## src/rtl/rbte_pkg.sv

```systemverilog
package rbte_pkg;

  typedef enum logic [1:0] {
    MODE_B16 = 2'd0,
    MODE_B24 = 2'd1,
    MODE_B32 = 2'd2,
    MODE_B64 = 2'd3
  } mode_t;

  localparam mode_t MODE_RESET = MODE_B64;

  localparam logic [7:0] PAD_CHAR = 8'h3D;

  // Queue between front and back
  localparam int Q_DEPTH = 4;
  localparam int Q_PTR_W = $clog2(Q_DEPTH);
  localparam int Q_CNT_W = $clog2(Q_DEPTH + 1);

  // Alphabets: character 0 sits in the top byte of each constant
  localparam logic [16*8-1:0] ALPHA16 = "0123456789ABCDEF";
  localparam logic [24*8-1:0] ALPHA24 = "BCDFGHJKMPQRTVWXY2346789";
  localparam logic [32*8-1:0] ALPHA32 = "ABCDEFGHIJKLMNOPQRSTUVWXYZ234567";
  localparam logic [64*8-1:0] ALPHA64 =
    "ABCDEFGHIJKLMNOPQRSTUVWXYZabcdefghijklmnopqrstuvwxyz0123456789+/";

  // One request after classification: up to three looked-up characters,
  // then a run of padding.
  typedef struct packed {
    logic [7:0] ch0;
    logic [7:0] ch1;
    logic [7:0] ch2;
    logic       two;
    logic       flush;
    logic [2:0] pad;
    logic       eod;
  } entry_t;

  function automatic logic [3:0] digit_width(mode_t mode);
    case (mode)
      MODE_B16: return 4'd4;
      MODE_B24: return 4'd4;
      MODE_B32: return 4'd5;
      MODE_B64: return 4'd6;
      default:  return 4'd6;
    endcase
  endfunction

  function automatic logic [2:0] block_bytes(mode_t mode);
    case (mode)
      MODE_B32: return 3'd5;
      MODE_B64: return 3'd3;
      default:  return 3'd1;
    endcase
  endfunction

  // Padding after the flushed digit, by bytes held in the partial block
  function automatic logic [2:0] pad_count(mode_t mode, logic [2:0] bytes);
    case (mode)
      MODE_B32: begin
        case (bytes)
          3'd1:    return 3'd6;
          3'd2:    return 3'd4;
          3'd3:    return 3'd3;
          3'd4:    return 3'd1;
          default: return 3'd0;
        endcase
      end
      MODE_B64: begin
        case (bytes)
          3'd1:    return 3'd2;
          3'd2:    return 3'd1;
          default: return 3'd0;
        endcase
      end
      default: return 3'd0;
    endcase
  endfunction

  function automatic logic [7:0] lookup_char(mode_t mode, logic [5:0] d);
    case (mode)
      MODE_B16: return ALPHA16[8*(15 - int'(d[3:0])) +: 8];
      MODE_B24: begin
        if (d < 6'd24) begin
          return ALPHA24[8*(23 - int'(d)) +: 8];
        end else begin
          return ALPHA24[8*23 +: 8];
        end
      end
      MODE_B32: return ALPHA32[8*(31 - int'(d[4:0])) +: 8];
      MODE_B64: return ALPHA64[8*(63 - int'(d)) +: 8];
      default:  return ALPHA64[8*(63 - int'(d)) +: 8];
    endcase
  endfunction

endpackage

```

## src/rtl/rbte_front.sv

```systemverilog
module rbte_front (
  input  logic             clk,
  input  logic             rst_n,
  input  logic             cfg_wr_en,
  input  logic [1:0]       cfg_wdata,
  input  logic             in_tvalid,
  output logic             in_tready,
  input  logic [7:0]       in_tdata,
  input  logic             in_tlast,
  input  logic             q_full,
  output logic             q_push,
  output rbte_pkg::entry_t q_entry
);
  import rbte_pkg::*;

  mode_t      mode_r;
  logic [5:0] pend_r;
  logic [3:0] bpos_r;
  logic [2:0] bib_r;

  logic [3:0] w, need, r, r2, rem;
  logic [5:0] mask;
  logic [7:0] sh0, sh1, low_bits;
  logic [5:0] d0, d1raw, d1;
  logic       two;
  logic [5:0] pend_nxt;
  logic [3:0] bpos_nxt;
  logic [2:0] bib_inc, bib_nxt;
  logic       flush;

  assign in_tready = !q_full;
  assign q_push    = in_tvalid && in_tready;

  always_comb begin
    w    = digit_width(mode_r);
    need = (bpos_r == 4'd0 || bpos_r > w) ? w : bpos_r;
    r    = 4'd8 - need;
    mask = 6'((7'd1 << w) - 7'd1);
    sh0  = in_tdata >> r;
    d0   = (pend_r | sh0[5:0]) & mask;

    two   = (r >= w);
    r2    = r - w;
    sh1   = in_tdata >> r2;
    d1raw = sh1[5:0] & mask;
    // base24 maps the low nibble from the far end of the alphabet
    d1    = (mode_r == MODE_B24) ? 6'(6'd23 - d1raw) : d1raw;

    rem      = two ? r2 : r;
    low_bits = in_tdata & 8'((9'd1 << rem) - 9'd1);
    pend_nxt = (rem == 4'd0) ? 6'd0 : 6'(low_bits << (w - rem));
    bpos_nxt = w - rem;

    bib_inc = bib_r + 3'd1;
    bib_nxt = (bib_inc >= block_bytes(mode_r)) ? 3'd0 : bib_inc;
    flush   = in_tlast && (bib_nxt != 3'd0);

    q_entry.ch0   = lookup_char(mode_r, d0);
    q_entry.ch1   = lookup_char(mode_r, d1);
    q_entry.ch2   = lookup_char(mode_r, pend_nxt & mask);
    q_entry.two   = two;
    q_entry.flush = flush;
    q_entry.pad   = flush ? pad_count(mode_r, bib_nxt) : 3'd0;
    q_entry.eod   = in_tlast;
  end

  always_ff @(posedge clk) begin
    if (!rst_n) begin
      mode_r <= MODE_RESET;
      pend_r <= '0;
      bpos_r <= digit_width(MODE_RESET);
      bib_r  <= '0;
    end else if (cfg_wr_en) begin
      mode_r <= mode_t'(cfg_wdata);
      pend_r <= '0;
      bpos_r <= digit_width(mode_t'(cfg_wdata));
      bib_r  <= '0;
    end else if (q_push) begin
      if (in_tlast) begin
        pend_r <= '0;
        bpos_r <= w;
        bib_r  <= '0;
      end else begin
        pend_r <= pend_nxt;
        bpos_r <= bpos_nxt;
        bib_r  <= bib_nxt;
      end
    end
  end

  a_bib_in_block: assert property (@(posedge clk) disable iff (!rst_n)
    bib_r < block_bytes(mode_r))
    else $error("byte count left its block");

  a_eod_clears: assert property (@(posedge clk) disable iff (!rst_n)
    (q_push && in_tlast && !cfg_wr_en) |=>
      (bib_r == 3'd0 && pend_r == 6'd0 && bpos_r == digit_width(mode_r)))
    else $error("stream state not cleared after end of message");

endmodule

```

## src/rtl/rbte_fifo.sv

```systemverilog
module rbte_fifo (
  input  logic             clk,
  input  logic             rst_n,
  input  logic             push,
  input  rbte_pkg::entry_t wr_entry,
  input  logic             pop,
  output rbte_pkg::entry_t rd_entry,
  output logic             empty,
  output logic             full
);
  import rbte_pkg::*;

  entry_t               mem_r [Q_DEPTH];
  logic [Q_PTR_W-1:0]   wr_ptr_r, rd_ptr_r;
  logic [Q_CNT_W-1:0]   count_r;
  logic                 do_push, do_pop;

  assign empty    = (count_r == Q_CNT_W'(0));
  assign full     = (count_r == Q_CNT_W'(Q_DEPTH));
  assign rd_entry = mem_r[rd_ptr_r];
  assign do_push  = push && !full;
  assign do_pop   = pop && !empty;

  always_ff @(posedge clk) begin
    if (do_push) begin
      mem_r[wr_ptr_r] <= wr_entry;
    end
  end

  always_ff @(posedge clk) begin
    if (!rst_n) begin
      wr_ptr_r <= '0;
      rd_ptr_r <= '0;
      count_r  <= '0;
    end else begin
      if (do_push) begin
        wr_ptr_r <= wr_ptr_r + Q_PTR_W'(1);
      end
      if (do_pop) begin
        rd_ptr_r <= rd_ptr_r + Q_PTR_W'(1);
      end
      if (do_push && !do_pop) begin
        count_r <= count_r + Q_CNT_W'(1);
      end else if (do_pop && !do_push) begin
        count_r <= count_r - Q_CNT_W'(1);
      end
    end
  end

  a_count_bound: assert property (@(posedge clk) disable iff (!rst_n)
    count_r <= Q_CNT_W'(Q_DEPTH))
    else $error("queue count over depth");

  a_no_push_full: assert property (@(posedge clk) disable iff (!rst_n)
    !(push && full))
    else $error("push into full queue");

endmodule

```

## src/rtl/rbte_back.sv

```systemverilog
module rbte_back (
  input  logic             clk,
  input  logic             rst_n,
  input  rbte_pkg::entry_t q_entry,
  input  logic             q_empty,
  output logic             q_pop,
  output logic             out_tvalid,
  input  logic             out_tready,
  output logic [7:0]       out_tdata,
  output logic             out_tlast
);
  import rbte_pkg::*;

  logic [2:0] k_r;
  logic       out_valid_r;
  logic [7:0] out_data_r;
  logic       out_last_r;

  logic [3:0] last_idx;
  logic       at_end;
  logic       load;
  logic [7:0] char_nxt;

  assign out_tvalid = out_valid_r;
  assign out_tdata  = out_data_r;
  assign out_tlast  = out_last_r;

  always_comb begin
    last_idx = 4'(q_entry.two) + 4'(q_entry.flush) + 4'(q_entry.pad);
    at_end   = ({1'b0, k_r} == last_idx);
    load     = !q_empty && (!out_valid_r || out_tready);
    q_pop    = load && at_end;
    // byte digits, then the flushed digit, then padding
    if (k_r == 3'd0) begin
      char_nxt = q_entry.ch0;
    end else if (k_r == 3'd1 && q_entry.two) begin
      char_nxt = q_entry.ch1;
    end else if (q_entry.flush && {1'b0, k_r} == 4'd1 + 4'(q_entry.two)) begin
      char_nxt = q_entry.ch2;
    end else begin
      char_nxt = PAD_CHAR;
    end
  end

  always_ff @(posedge clk) begin
    if (!rst_n) begin
      k_r         <= '0;
      out_valid_r <= 1'b0;
    end else if (load) begin
      out_valid_r <= 1'b1;
      k_r         <= at_end ? 3'd0 : k_r + 3'd1;
    end else if (out_tready) begin
      out_valid_r <= 1'b0;
    end
  end

  always_ff @(posedge clk) begin
    if (load) begin
      out_data_r <= char_nxt;
      out_last_r <= q_entry.eod && at_end;
    end
  end

  a_idle_index: assert property (@(posedge clk) disable iff (!rst_n)
    q_empty |-> (k_r == 3'd0))
    else $error("character index moved without a queued request");

endmodule

```

## src/rtl/radix_bitpack_text_encoder.sv

```systemverilog
// Channel  | Ports      | tdata / tlast / tuser
// ---------+------------+------------------------------------------
// in       | in_t*      | data_byte[7:0] / end_of_data / -
// out      | out_t*     | out_char[7:0]  / last_char   / -
// cfg      | cfg_wr_en  | cfg_wdata[1:0] = mode
//
// Each request yields 1 to 8 characters, one per cycle while out_tready
// is high, out of the output register: two for base16/base24, one or two
// for base32/base64, plus the flushed digit and padding at end of data.
// The front classifies a request in the cycle it is accepted and parks it
// in a 4-entry queue; input flows on while output stalls until it is full.
// Reset (rst_n low, synchronous) sets mode to base64 and clears the stream.
module radix_bitpack_text_encoder (
  input  logic       clk,
  input  logic       rst_n,
  input  logic       cfg_wr_en,
  input  logic [1:0] cfg_wdata,   // mode
  input  logic       in_tvalid,
  output logic       in_tready,
  input  logic [7:0] in_tdata,    // data_byte[7:0]
  input  logic       in_tlast,
  output logic       out_tvalid,
  input  logic       out_tready,
  output logic [7:0] out_tdata,   // out_char[7:0]
  output logic       out_tlast
);
  import rbte_pkg::*;

  entry_t push_entry, head_entry;
  logic   push, pop, q_empty, q_full;

  rbte_front u_front (
    .clk       (clk),
    .rst_n     (rst_n),
    .cfg_wr_en (cfg_wr_en),
    .cfg_wdata (cfg_wdata),
    .in_tvalid (in_tvalid),
    .in_tready (in_tready),
    .in_tdata  (in_tdata),
    .in_tlast  (in_tlast),
    .q_full    (q_full),
    .q_push    (push),
    .q_entry   (push_entry)
  );

  rbte_fifo u_fifo (
    .clk      (clk),
    .rst_n    (rst_n),
    .push     (push),
    .wr_entry (push_entry),
    .pop      (pop),
    .rd_entry (head_entry),
    .empty    (q_empty),
    .full     (q_full)
  );

  rbte_back u_back (
    .clk        (clk),
    .rst_n      (rst_n),
    .q_entry    (head_entry),
    .q_empty    (q_empty),
    .q_pop      (pop),
    .out_tvalid (out_tvalid),
    .out_tready (out_tready),
    .out_tdata  (out_tdata),
    .out_tlast  (out_tlast)
  );

endmodule
```

## config.mk

```make
export PLATFORM = sky130hd
export DESIGN_NAME = radix_bitpack_text_encoder
export DESIGN_NICKNAME = d
export VERILOG_FILES = /design/src/rtl/rbte_pkg.sv /design/src/rtl/rbte_front.sv /design/src/rtl/rbte_fifo.sv /design/src/rtl/rbte_back.sv /design/src/rtl/radix_bitpack_text_encoder.sv
export SDC_FILE = /design/constraint.sdc
export NUM_CORES = 1
export LEC_CHECK = 0
export BUFFER_PORTS_ARGS = -buffer_cell sky130_fd_sc_hd__buf_4
export CORE_MARGIN = 3
export CORE_UTILIZATION = 55
export DETAILED_ROUTE_END_ITERATION = 7
export HOLD_SLACK_MARGIN = 0.05
export PLACE_DENSITY_LB_ADDON = 0.15
export SKIP_LAST_GASP = 1
export SLEW_MARGIN = 30
export SYNTH_ARGS = -nofsm -noshare
export SYNTH_HDL_FRONTEND = slang
export SYNTH_HIERARCHICAL = 1
export SYNTH_SLANG_ARGS = --single-unit
```

## constraint.sdc

```tcl
create_clock -name clk -period 12.6 [get_ports clk]
set_input_delay 0.63 -clock clk [delete_from_list [all_inputs] [get_ports clk]]
set_output_delay 0.63 -clock clk [all_outputs]
set_load 0.02 [all_outputs]
```

==> reports/results.ini, run 1 <==
[timing]
hold_viol_final=0
max_freq_mhz=118
finalCritPeriodShare_pct=67.3
setup_ws_ps=4120
tightest_slew_ps=892
maxSlewViolCount=0
relSlewSlack_pct=40.5
fin_tns_setup_ps=0
timing.final.crit_period_ps=8480
grt_setup_unrepaired=no
fin_skew_ps=8.41
hold_slack_ps=459
setup_viol=0

[worst_setup_path]
critPathMaxStageDelay_ps=700
critPathCaptureType=flip-flop
regToRegSetupSlack_ps=4120
crit_type=flip-flop to flip-flop
crit_family=simple AND/OR/NAND/NOR gates
critPathRequiredTime_ps=12720
arrival_ps=8600
startpoint_type=flip-flop
slowest_stage=fa_1
crit_buf_inv=6
cp_max_fo=31

[route]
drtIter0Drc=1003
dr.pass1.iters=6
drc=0
wl_per_cell_um=20.5
final_antenna_net_count=0
routed.top_layer=met4
wl_met1_um=11900
vias=8947
wirelength_um=28000
dr_wl_met2_um=13600
vias_per_cell=6.54
met3_length_um=1950

[yosys]
async_reset_ff_share_pct=0
synth_top_family_by_area=compound AO/OA/AOI/OAI gates
synth-compound-area-share_pct=22.2
synth_area_per_cell_um2=9.78
synthMuxAreaShare_pct=8.31
synth_fa_ha_area_share_pct=5.29
yosys.area_share.simple_pct=16.0
syn_area_mm2=0.0108
seq_area_frac_synth_pct=41.0
synthDistinctLibCells=99
yosys_register_bits=157
synth_ff_type=edfxtp_1
synth-edff-count=129
synthXorXnorAreaFrac_pct=1.54
syn_inst=1107
ys.warnings.count=6

[clock_tree]
cts-root-buf=clkbuf_16
cts_tree=yes
cts-htree-levels=4
clk_path_buf_depth=2
clk_pin_slew_ps=60
clock-sinks=157
worstSkewPairLatency_ps=410
cts_buffers=17
postCtsHoldBufs=0
cts_setup_buffers=0
cts_resized=0

[floorplanning]
fp.dieW_um=146
die_area_mm2=0.0214
die_h_um=146
core_area_mm2=0.0190
core.rowCount=50
start_util_pct=56.9
top_level_ports=27

[power]
powerDensity_mw_per_mm2=250
leakagePower_nw=4.28
ir_drop_v=0.000116

[finish]
drive_gt1_share_pct=12.9
final_cell_mix=129 x edfxtp_1, 103 x nand2_1, 82 x nor2_1
final_nets=1155
final_common_cell=edfxtp_1
finalInstanceArea_mm2=0.0117
area_growth_pct=7.66
n_antenna_cell=0

[global_route]
antenna_found_initial=0
grt_overflow_total=0
grt_pass1_vias=8323
grt_pass1_wl_um=45000
grt_use_total_pct=26.1
grt_max_degree=35

[placed_design]
placed_area_mm2=0.0111
dp_hpwl_um=19400
gp_congestion=0.922
place_ws_ps=4330
portBuffers=26

[outcome]
status=finished, final reports clean

[worst_hold_path]
min_path_type=input pin to flip-flop

[flow_run]
cap_violations=0

==> cell type report <==
class,instances,area [um2]
Fill cell,1627,7370
Multi-Input combinational cell,818,5790
Sequential cell,157,4440
Clock buffer,19,433
Tap cell,260,325
Timing Repair Buffer,42,315
Inverter,59,226
Clock inverter,12,123
==> worst reg2reg max path: cells and delay by family, from the launching register on <==
kind	cells	cell delay, ps
DFF	1	300
AOI/OAI and AO/OA	9	1690
and+or+nand+nor	11	2830
adders and majority gates	4	1830
buffers and inverters	6	1430
muxes	1	120
==> per-stage QoR <==
stage	util (%)	std cells	power, mW
3_5_place_dp	58.3	1336	2.40
4_1_cts	61.3	1367	2.89
3_3_place_gp	58.3	1336	2.39
5_1_grt	61.3	1367	3.12
6_report	61.3	1367	2.91
2_1_floorplan	-	1109	2.03
==> Yosys cell counts, types with 10 or more instances <==
cell / number / area share, %
nor2_1: 82 / 2.8
ha_1: 41 / 4.7
dfxtp_1: 28 / 5.2
clkbuf_1: 39 / 1.4
nor3_1: 17 / 0.79
and2_1: 18 / 1.0
and3_1: 13 / 0.75
o22ai_1: 15 / 0.87
xnor2_1: 13 / 1.1
o211ai_1: 22 / 1.5
nand2_1: 103 / 3.6
o21ai_0: 75 / 3.5
buf_4: 10 / 0.69
mux4_2: 30 / 6.2
a21oi_1: 71 / 3.3
buf_2: 17 / 0.79
mux2i_1: 19 / 1.8
edfxtp_1: 129 / 36
a31oi_1: 24 / 1.4
o21a_1: 11 / 0.76
inv_1: 49 / 1.7
a211oi_1: 14 / 0.97
nand3_1: 46 / 2.1
==> worst paths after layout <==
kind                                         from                  to  cells after the start
worst min-delay path                 cfg_wdata[1]   u_front/mode_r[1]                      3
worst min register to register   u_front/bib_r[1]    u_front/bib_r[1]                      1
worst max-delay path            u_front/mode_r[1]  u_fifo/mem_r[2][8]                     31
worst max register to register  u_front/mode_r[1]  u_fifo/mem_r[2][8]                     31
==> registers in the layout, summed over array words and instances (netlist names), named ones only <==
signal             flops
u_fifo/rd_ptr_r        2
u_front/pend_r         6
u_fifo/wr_ptr_r        2
u_back/out_tvalid      1
u_back/k_r             3
u_back/out_tlast       1
u_fifo/count_r         3
u_front/mode_r         2
u_back/out_tdata       8
u_front/bpos_r         4
u_front/bib_r          3
u_fifo/mem_r         120
==> where the power goes <==
group / internal, mW / leakage [nW] / switching [mW]
Sequential: 0.743 / 1.42 / 0.0441
Combinational: 0.574 / 2.59 / 1.07
Clock: 0.289 / 0.269 / 0.186
Total: 1.61 / 4.28 / 1.30
==> routing by layer <==
metal,track usage (%),up-vias
met1,35.1,4257
li1,-,4215
met2,43.5,426
met4,8.14,0
met3,4.31,49
met5,0,-
==> cells by family after synthesis <==
logic type / after synthesis
XOR/XNOR: 19
AO/OA/AOI/OAI: 351
flip-flops: 157
adder cells (fa/ha/maj): 44
other: 1
buffers and inverters: 134
AND/OR/NAND/NOR: 349
multiplexers: 52
Power figures use the tool's default switching activity.
==> run 2, diff against run 1 <==
--- a/config.mk
+++ b/config.mk
@@ -5,6 +5,7 @@
 export SDC_FILE = /design/constraint.sdc
 export NUM_CORES = 1
 export LEC_CHECK = 0
+export ABC_AREA = 1
 export BUFFER_PORTS_ARGS = -buffer_cell sky130_fd_sc_hd__buf_4
 export CORE_MARGIN = 3
 export CORE_UTILIZATION = 55
==> constraint.sdc (replaced) <==
create_clock -name clk -period 7.6 [get_ports clk]
set_input_delay 0.38 -clock clk [delete_from_list [all_inputs] [get_ports clk]]
set_output_delay 0.38 -clock clk [all_outputs]
set_load 0.02 [all_outputs]
==> reports/results.ini, run 2 <==
[yosys]
synth_area_per_cell_um2=8.01  ; was 9.78 um2
syn_inst=1354  ; was 1107
seq_area_frac_synth_pct=40.9  ; was 41.0%
yosysTopAreaCell=edfxtp_1  ; unchanged
synthDistinctLibCells=62  ; was 99
ys.warnings.count=6  ; unchanged
yosys_register_bits=157  ; unchanged
synth.most_common_cell=nand2_1  ; was edfxtp_1
syn_area_mm2=0.0108  ; about the same
synth-edff-count=129  ; unchanged
synth_ff_type=edfxtp_1  ; unchanged
synth_top_cell_area_share_pct=35.7  ; was 35.8%
async_reset_ff_share_pct=0  ; unchanged
synth.area.top_cells=edfxtp_1 36%, nand2_1 8.7%, nor2_1 5.9%  ; was edfxtp_1 36%, mux4_2 6.2%, dfxtp_1 5.2%
synthTopCellsByCount=252 x nand2_1, 171 x nor2_1, 129 x edfxtp_1  ; was 129 x edfxtp_1, 103 x nand2_1, 82 x nor2_1

[worst_setup_path]
r2r-start=u_front/mode_r[1]  ; unchanged
crit_path_frequent_cell=inv_2
cp_max_fo=15  ; was 31
regToRegSetupSlack_ps=1120  ; was 4120 ps
arrival_ps=6550  ; was 8600 ps
critPathCaptureType=flip-flop  ; unchanged
critPathMaxStageDelay_ps=810  ; was 700 ps
crit_type=flip-flop to flip-flop  ; unchanged
r2r_end=u_fifo/mem_r[0][17]  ; was u_fifo/mem_r[2][8]
startpoint_type=flip-flop  ; unchanged
reg2reg_depth=28  ; was 31
critPathRequiredTime_ps=7670  ; was 12720 ps
slowest_stage=fa_1  ; unchanged

[timing]
setup_viol=0  ; unchanged
fin_tns_setup_ps=0  ; unchanged
timing.final.crit_period_ps=6480  ; was 8480 ps
maxSlewViolCount=0  ; unchanged
finalCritPeriodShare_pct=85.3  ; was 67.3%
tightest_slew_ps=999  ; was 892 ps
relSlewSlack_pct=33.3  ; was 40.5%
max_freq_mhz=154  ; was 118 MHz
grt_setup_unrepaired=no  ; unchanged
hold_viol_final=0  ; unchanged
setup_ws_ps=1120  ; was 4120 ps
fin_skew_ps=10.8  ; was 8.41 ps

[clock_tree]
cts-root-buf=clkbuf_16  ; unchanged
clock-sinks=157  ; unchanged
postCtsHoldBufs=0  ; unchanged
cts_buffers=17  ; unchanged
cts_tree=yes  ; unchanged
clk_path_buf_depth=2  ; unchanged
worstSkewPairLatency_ps=420  ; was 410 ps
cts_setup_buffers=0  ; unchanged
cts_resized=0  ; unchanged
cts-htree-levels=4  ; unchanged
clk_pin_slew_ps=70  ; was 60 ps

[placed_design]
portBuffers=26  ; unchanged
dp_cells=1599  ; was 1336
gp_congestion=0.960  ; was 0.922
place_ws_ps=1310  ; was 4330 ps
dp_hpwl_um=18900  ; was 19400 um

[finish]
area_growth_pct=7.64  ; was 7.66%
stdcell_count=1631  ; was 1367
largest-register=u_fifo/mem_r  ; unchanged
seq_area_mm2=0.00444  ; unchanged
n_antenna_cell=0  ; unchanged
largest_register_ff_count=120  ; unchanged
drive_gt1_share_pct=13.5  ; was 12.9%
multi_input_area_mm2=0.00543  ; was 0.00579 mm2
n_fill_cell=1728  ; was 1627
final_common_cell=nand2_1  ; was edfxtp_1
final_cell_mix=252 x nand2_1, 167 x nor2_1, 129 x edfxtp_1  ; was 129 x edfxtp_1, 103 x nand2_1, 82 x nor2_1
final_nets=1418  ; was 1155

[worst_hold_path]
min_path_type=input pin to flip-flop  ; unchanged
min_from=in_tlast  ; was cfg_wdata[1]
hold_depth=1  ; was 3
min_to=u_fifo/mem_r[1][0]  ; was u_front/mode_r[1]

[route]
final_antenna_net_count=0  ; unchanged
wl_per_cell_um=16.6  ; was 20.5 um
dr.pass1.iters=7  ; was 6
vias_per_cell=5.89  ; was 6.54
vias=9599  ; was 8947
wirelength_um=27100  ; was 28000 um
drc=0  ; unchanged
drtIter0Drc=895  ; was 1003

[global_route]
grt_use_total_pct=25.1  ; was 26.1%
grt_max_degree=62  ; was 35
antenna_found_initial=0  ; unchanged
grt_pass1_wl_um=44000  ; was 45000 um
grt_pass1_vias=8776  ; was 8323
grt_overflow_total=0  ; unchanged

[outcome]
status=finished, final reports clean  ; unchanged

[floorplanning]
core.rowCount=50  ; unchanged
start_util_pct=57.0  ; was 56.9%
fp.dieW_um=146  ; about the same
top_level_ports=27  ; unchanged
core_area_mm2=0.0190  ; unchanged
die_h_um=146  ; about the same
die_area_mm2=0.0214  ; about the same

[flow_run]
cap_violations=0  ; unchanged

==> run 2: layer usage <==
metal | up-vias | GRT usage [%] | wire length [um]
met1 | 4429 | 34.4 | 11800
met4 | 0 | 9.31 | 706
met3 | 68 | 2.92 | 1870
met5 | - | 0 | 0
met2 | 432 | 41.3 | 12800
li1 | 4670 | - | -
==> run 2: worst max-delay path by stage <==
stage | start | slack, ps | to
floorplan | u_front/mode_r[1] | 1940 | u_fifo/mem_r[0][8]
detailed placement | u_front/mode_r[1] | 1310 | u_fifo/mem_r[1][15]
finish | u_front/mode_r[1] | 1120 | u_fifo/mem_r[0][17]
CTS | u_front/mode_r[1] | 1270 | u_fifo/mem_r[0][15]
global route | u_front/mode_r[1] | 590 | u_fifo/mem_r[3][15]
global placement | u_front/mode_r[1] | 1340 | u_fifo/mem_r[2][15]
==> run 2: cell type report <==
cell class | instances | share of cell area (%)
Tap cell | 260 | 2.79
Clock inverter | 15 | 1.18
Timing Repair Buffer | 38 | 2.45
Clock buffer | 17 | 3.65
Inverter | 162 | 5.38
Sequential cell | 157 | 38.0
Multi-Input combinational cell | 982 | 46.5
==> run 2: logic make-up (layout without fill, tap and decap cells) <==
kind of cell	Yosys count	in the layout	share of synthesized area [%]
and+or+nand+nor	595	595	25.0
AOI/OAI and AO/OA	330	330	18.5
buffers and inverters	217	232	9.15
DFF	157	157	40.9
adders and majority gates	44	44	5.29
xor gates and xnor gates	9	9	1.04
other	1	3	0.0346
muxes	1	1	0.0924
==> run 2: critical path: cells and delay by family, from the launching register on <==
family,cells,cell delay [ps]
adders and majority gates,3,1470
and+or+nand+nor,13,2210
buffers and inverters,6,790
DFF,1,520
AOI/OAI and AO/OA,6,1120
==> run 2: metrics by stage <==
stage                     hold slack, ps  area (um2)  utilization, %
after detailed placement             475       11100            58.4
after floorplan                      452       10800               -
after global routing                 214       11700            61.3
final                                220       11700            61.3
after CTS                            208       11700            61.3
after global placement               466       11100            58.4
Power of run 2 is left out: the tool's default activity adds up to more than one toggle a clock period on the data nets, which glitch-free logic cannot reach.
==> run 3, diff against run 2 <==
--- a/config.mk
+++ b/config.mk
@@ -7,7 +7,7 @@
 export LEC_CHECK = 0
 export ABC_AREA = 1
 export BUFFER_PORTS_ARGS = -buffer_cell sky130_fd_sc_hd__buf_4
-export CORE_MARGIN = 3
+export CORE_MARGIN = 1.5
 export CORE_UTILIZATION = 55
 export DETAILED_ROUTE_END_ITERATION = 7
 export HOLD_SLACK_MARGIN = 0.05
==> reports/results.ini, run 3 (same netlist as run 2, synthesis figures left out) <==
[finish]
final_common_cell=nand2_1  ; unchanged
n_fill_cell=1742  ; was 1728
drive_gt1_share_pct=13.6  ; was 13.5%
stdcell_count=1637  ; was 1631
final_nets=1419  ; was 1418
n_antenna_cell=0  ; unchanged
multi_input_area_mm2=0.00543  ; unchanged
seq_area_mm2=0.00444  ; unchanged
largest-register=u_fifo/mem_r  ; unchanged
area_growth_pct=8.52  ; was 7.64%
largest_register_ff_count=120  ; unchanged
finalInstanceArea_mm2=0.0118  ; was 0.0117 mm2
final_cell_mix=252 x nand2_1, 167 x nor2_1, 129 x edfxtp_1  ; unchanged

[clock_tree]
cts_setup_buffers=0  ; unchanged
postCtsHoldBufs=0  ; unchanged
cts_resized=0  ; unchanged
cts_buffers=17  ; unchanged
clk_pin_slew_ps=70  ; about the same
cts_tree=yes  ; unchanged
clk_path_buf_depth=2  ; unchanged
worstSkewPairLatency_ps=440  ; was 420 ps
clock-sinks=157  ; unchanged
cts-htree-levels=4  ; unchanged
cts-root-buf=clkbuf_16  ; unchanged

[placed_design]
dp_hpwl_um=18800  ; was 18900 um
gp_congestion=0.964  ; was 0.960
placed_area_mm2=0.0111  ; about the same
dp_cells=1605  ; was 1599
portBuffers=26  ; unchanged

[floorplanning]
top_level_ports=27  ; unchanged
fp.dieW_um=143  ; was 146 um
core_area_mm2=0.0194  ; was 0.0190 mm2
start_util_pct=55.9  ; was 57.0%
die_h_um=143  ; was 146 um
die_area_mm2=0.0206  ; was 0.0214 mm2
core.rowCount=51  ; was 50

[global_route]
antenna_found_initial=0  ; unchanged
busiest_layer=met2  ; unchanged
grt.met3_usage_pct=3.80  ; was 2.92%
grt_overflow_total=0  ; unchanged
grt_pass1_wl_um=43600  ; was 44000 um
grt_pass1_vias=8626  ; was 8776
grt_max_degree=62  ; unchanged
grt_util_met1_pct=36.4  ; was 34.4%
grt_use_total_pct=27.3  ; was 25.1%
grt_use_met2_pct=45.2  ; was 41.3%

[worst_setup_path]
cp_max_fo=17  ; was 15
critPathCaptureType=flip-flop  ; unchanged
crit_type=flip-flop to flip-flop  ; unchanged
arrival_ps=6550  ; about the same
crit_path_frequent_cell=nand2_1  ; was inv_2
slowest_stage=fa_1  ; unchanged
startpoint_type=flip-flop  ; unchanged
critPathRequiredTime_ps=7760  ; was 7670 ps
critPathMaxStageDelay_ps=810  ; about the same

[timing]
relSlewSlack_pct=35.2  ; was 33.3%
tightest_slew_ps=971  ; was 999 ps
grt_setup_unrepaired=no  ; unchanged
fin_skew_ps=11.3  ; was 10.8 ps
hold_viol_final=0  ; unchanged
setup_viol=0  ; unchanged
finalCritPeriodShare_pct=84.1  ; was 85.3%
timing.final.crit_period_ps=6390  ; was 6480 ps
fin_tns_setup_ps=0  ; unchanged
maxSlewViolCount=0  ; unchanged
max_freq_mhz=156  ; was 154 MHz

[route]
drc=0  ; unchanged
vias=9513  ; was 9599
final_antenna_net_count=0  ; unchanged
wl_per_cell_um=16.6  ; about the same
drtIter0Drc=970  ; was 895
dr.pass1.iters=5  ; was 7
vias_per_cell=5.81  ; was 5.89
wirelength_um=27100  ; about the same

[outcome]
status=finished, final reports clean  ; unchanged

[flow_run]
cap_violations=0  ; unchanged

[worst_hold_path]
min_path_type=input pin to flip-flop  ; unchanged

[run 3: area by class of cell]
| class | instances | share of cell area, % |
|---|---|---|
| repair buffers | 39 | 2.49 |
| multi-input cells | 982 | 46.2 |
| inverters | 162 | 5.34 |
| clock buffers | 17 | 3.62 |
| clock inverters | 15 | 1.86 |
| flip-flops and latches | 157 | 37.7 |
| well taps | 265 | 2.82 |
[run 3: through the flow]
step	util (%)	setup WS, ps	hold slack, ps
finish	60.6	1210	199
global route	60.6	593	196
CTS	60.6	1290	191
detailed placement	57.3	1320	474
global placement	57.3	1450	466
floorplan	-	1940	452
[run 3: path summary, 6_finish.rpt]
path | startpoint | end | slack (ps) | cells past startpoint
min | in_tlast | u_fifo/mem_r[3][0] | 200 | 1
max reg2reg | u_front/mode_r[1] | u_fifo/mem_r[3][15] | 1210 | 32
min reg2reg | u_front/pend_r[4] | u_front/pend_r[4] | 480 | 2
max | u_front/mode_r[1] | u_fifo/mem_r[3][15] | 1210 | 32
[run 3: critical path: cells and delay by family, from the launching register on]
family,cells,cell delay [ps]
fa+ha+maj,3,1460
simple gates,16,2090
buf+inv,7,1170
flops,1,500
compound gates,6,880
[run 3: per-layer routing]
layer | routed length (um) | vias up
met3 | 1820 | 53
met2 | 12700 | 411
met1 | 12000 | 4370
li1 | - | 4679
met5 | 0 | -
met4 | 563 | 0
Power of run 3 is left out for the same reason.
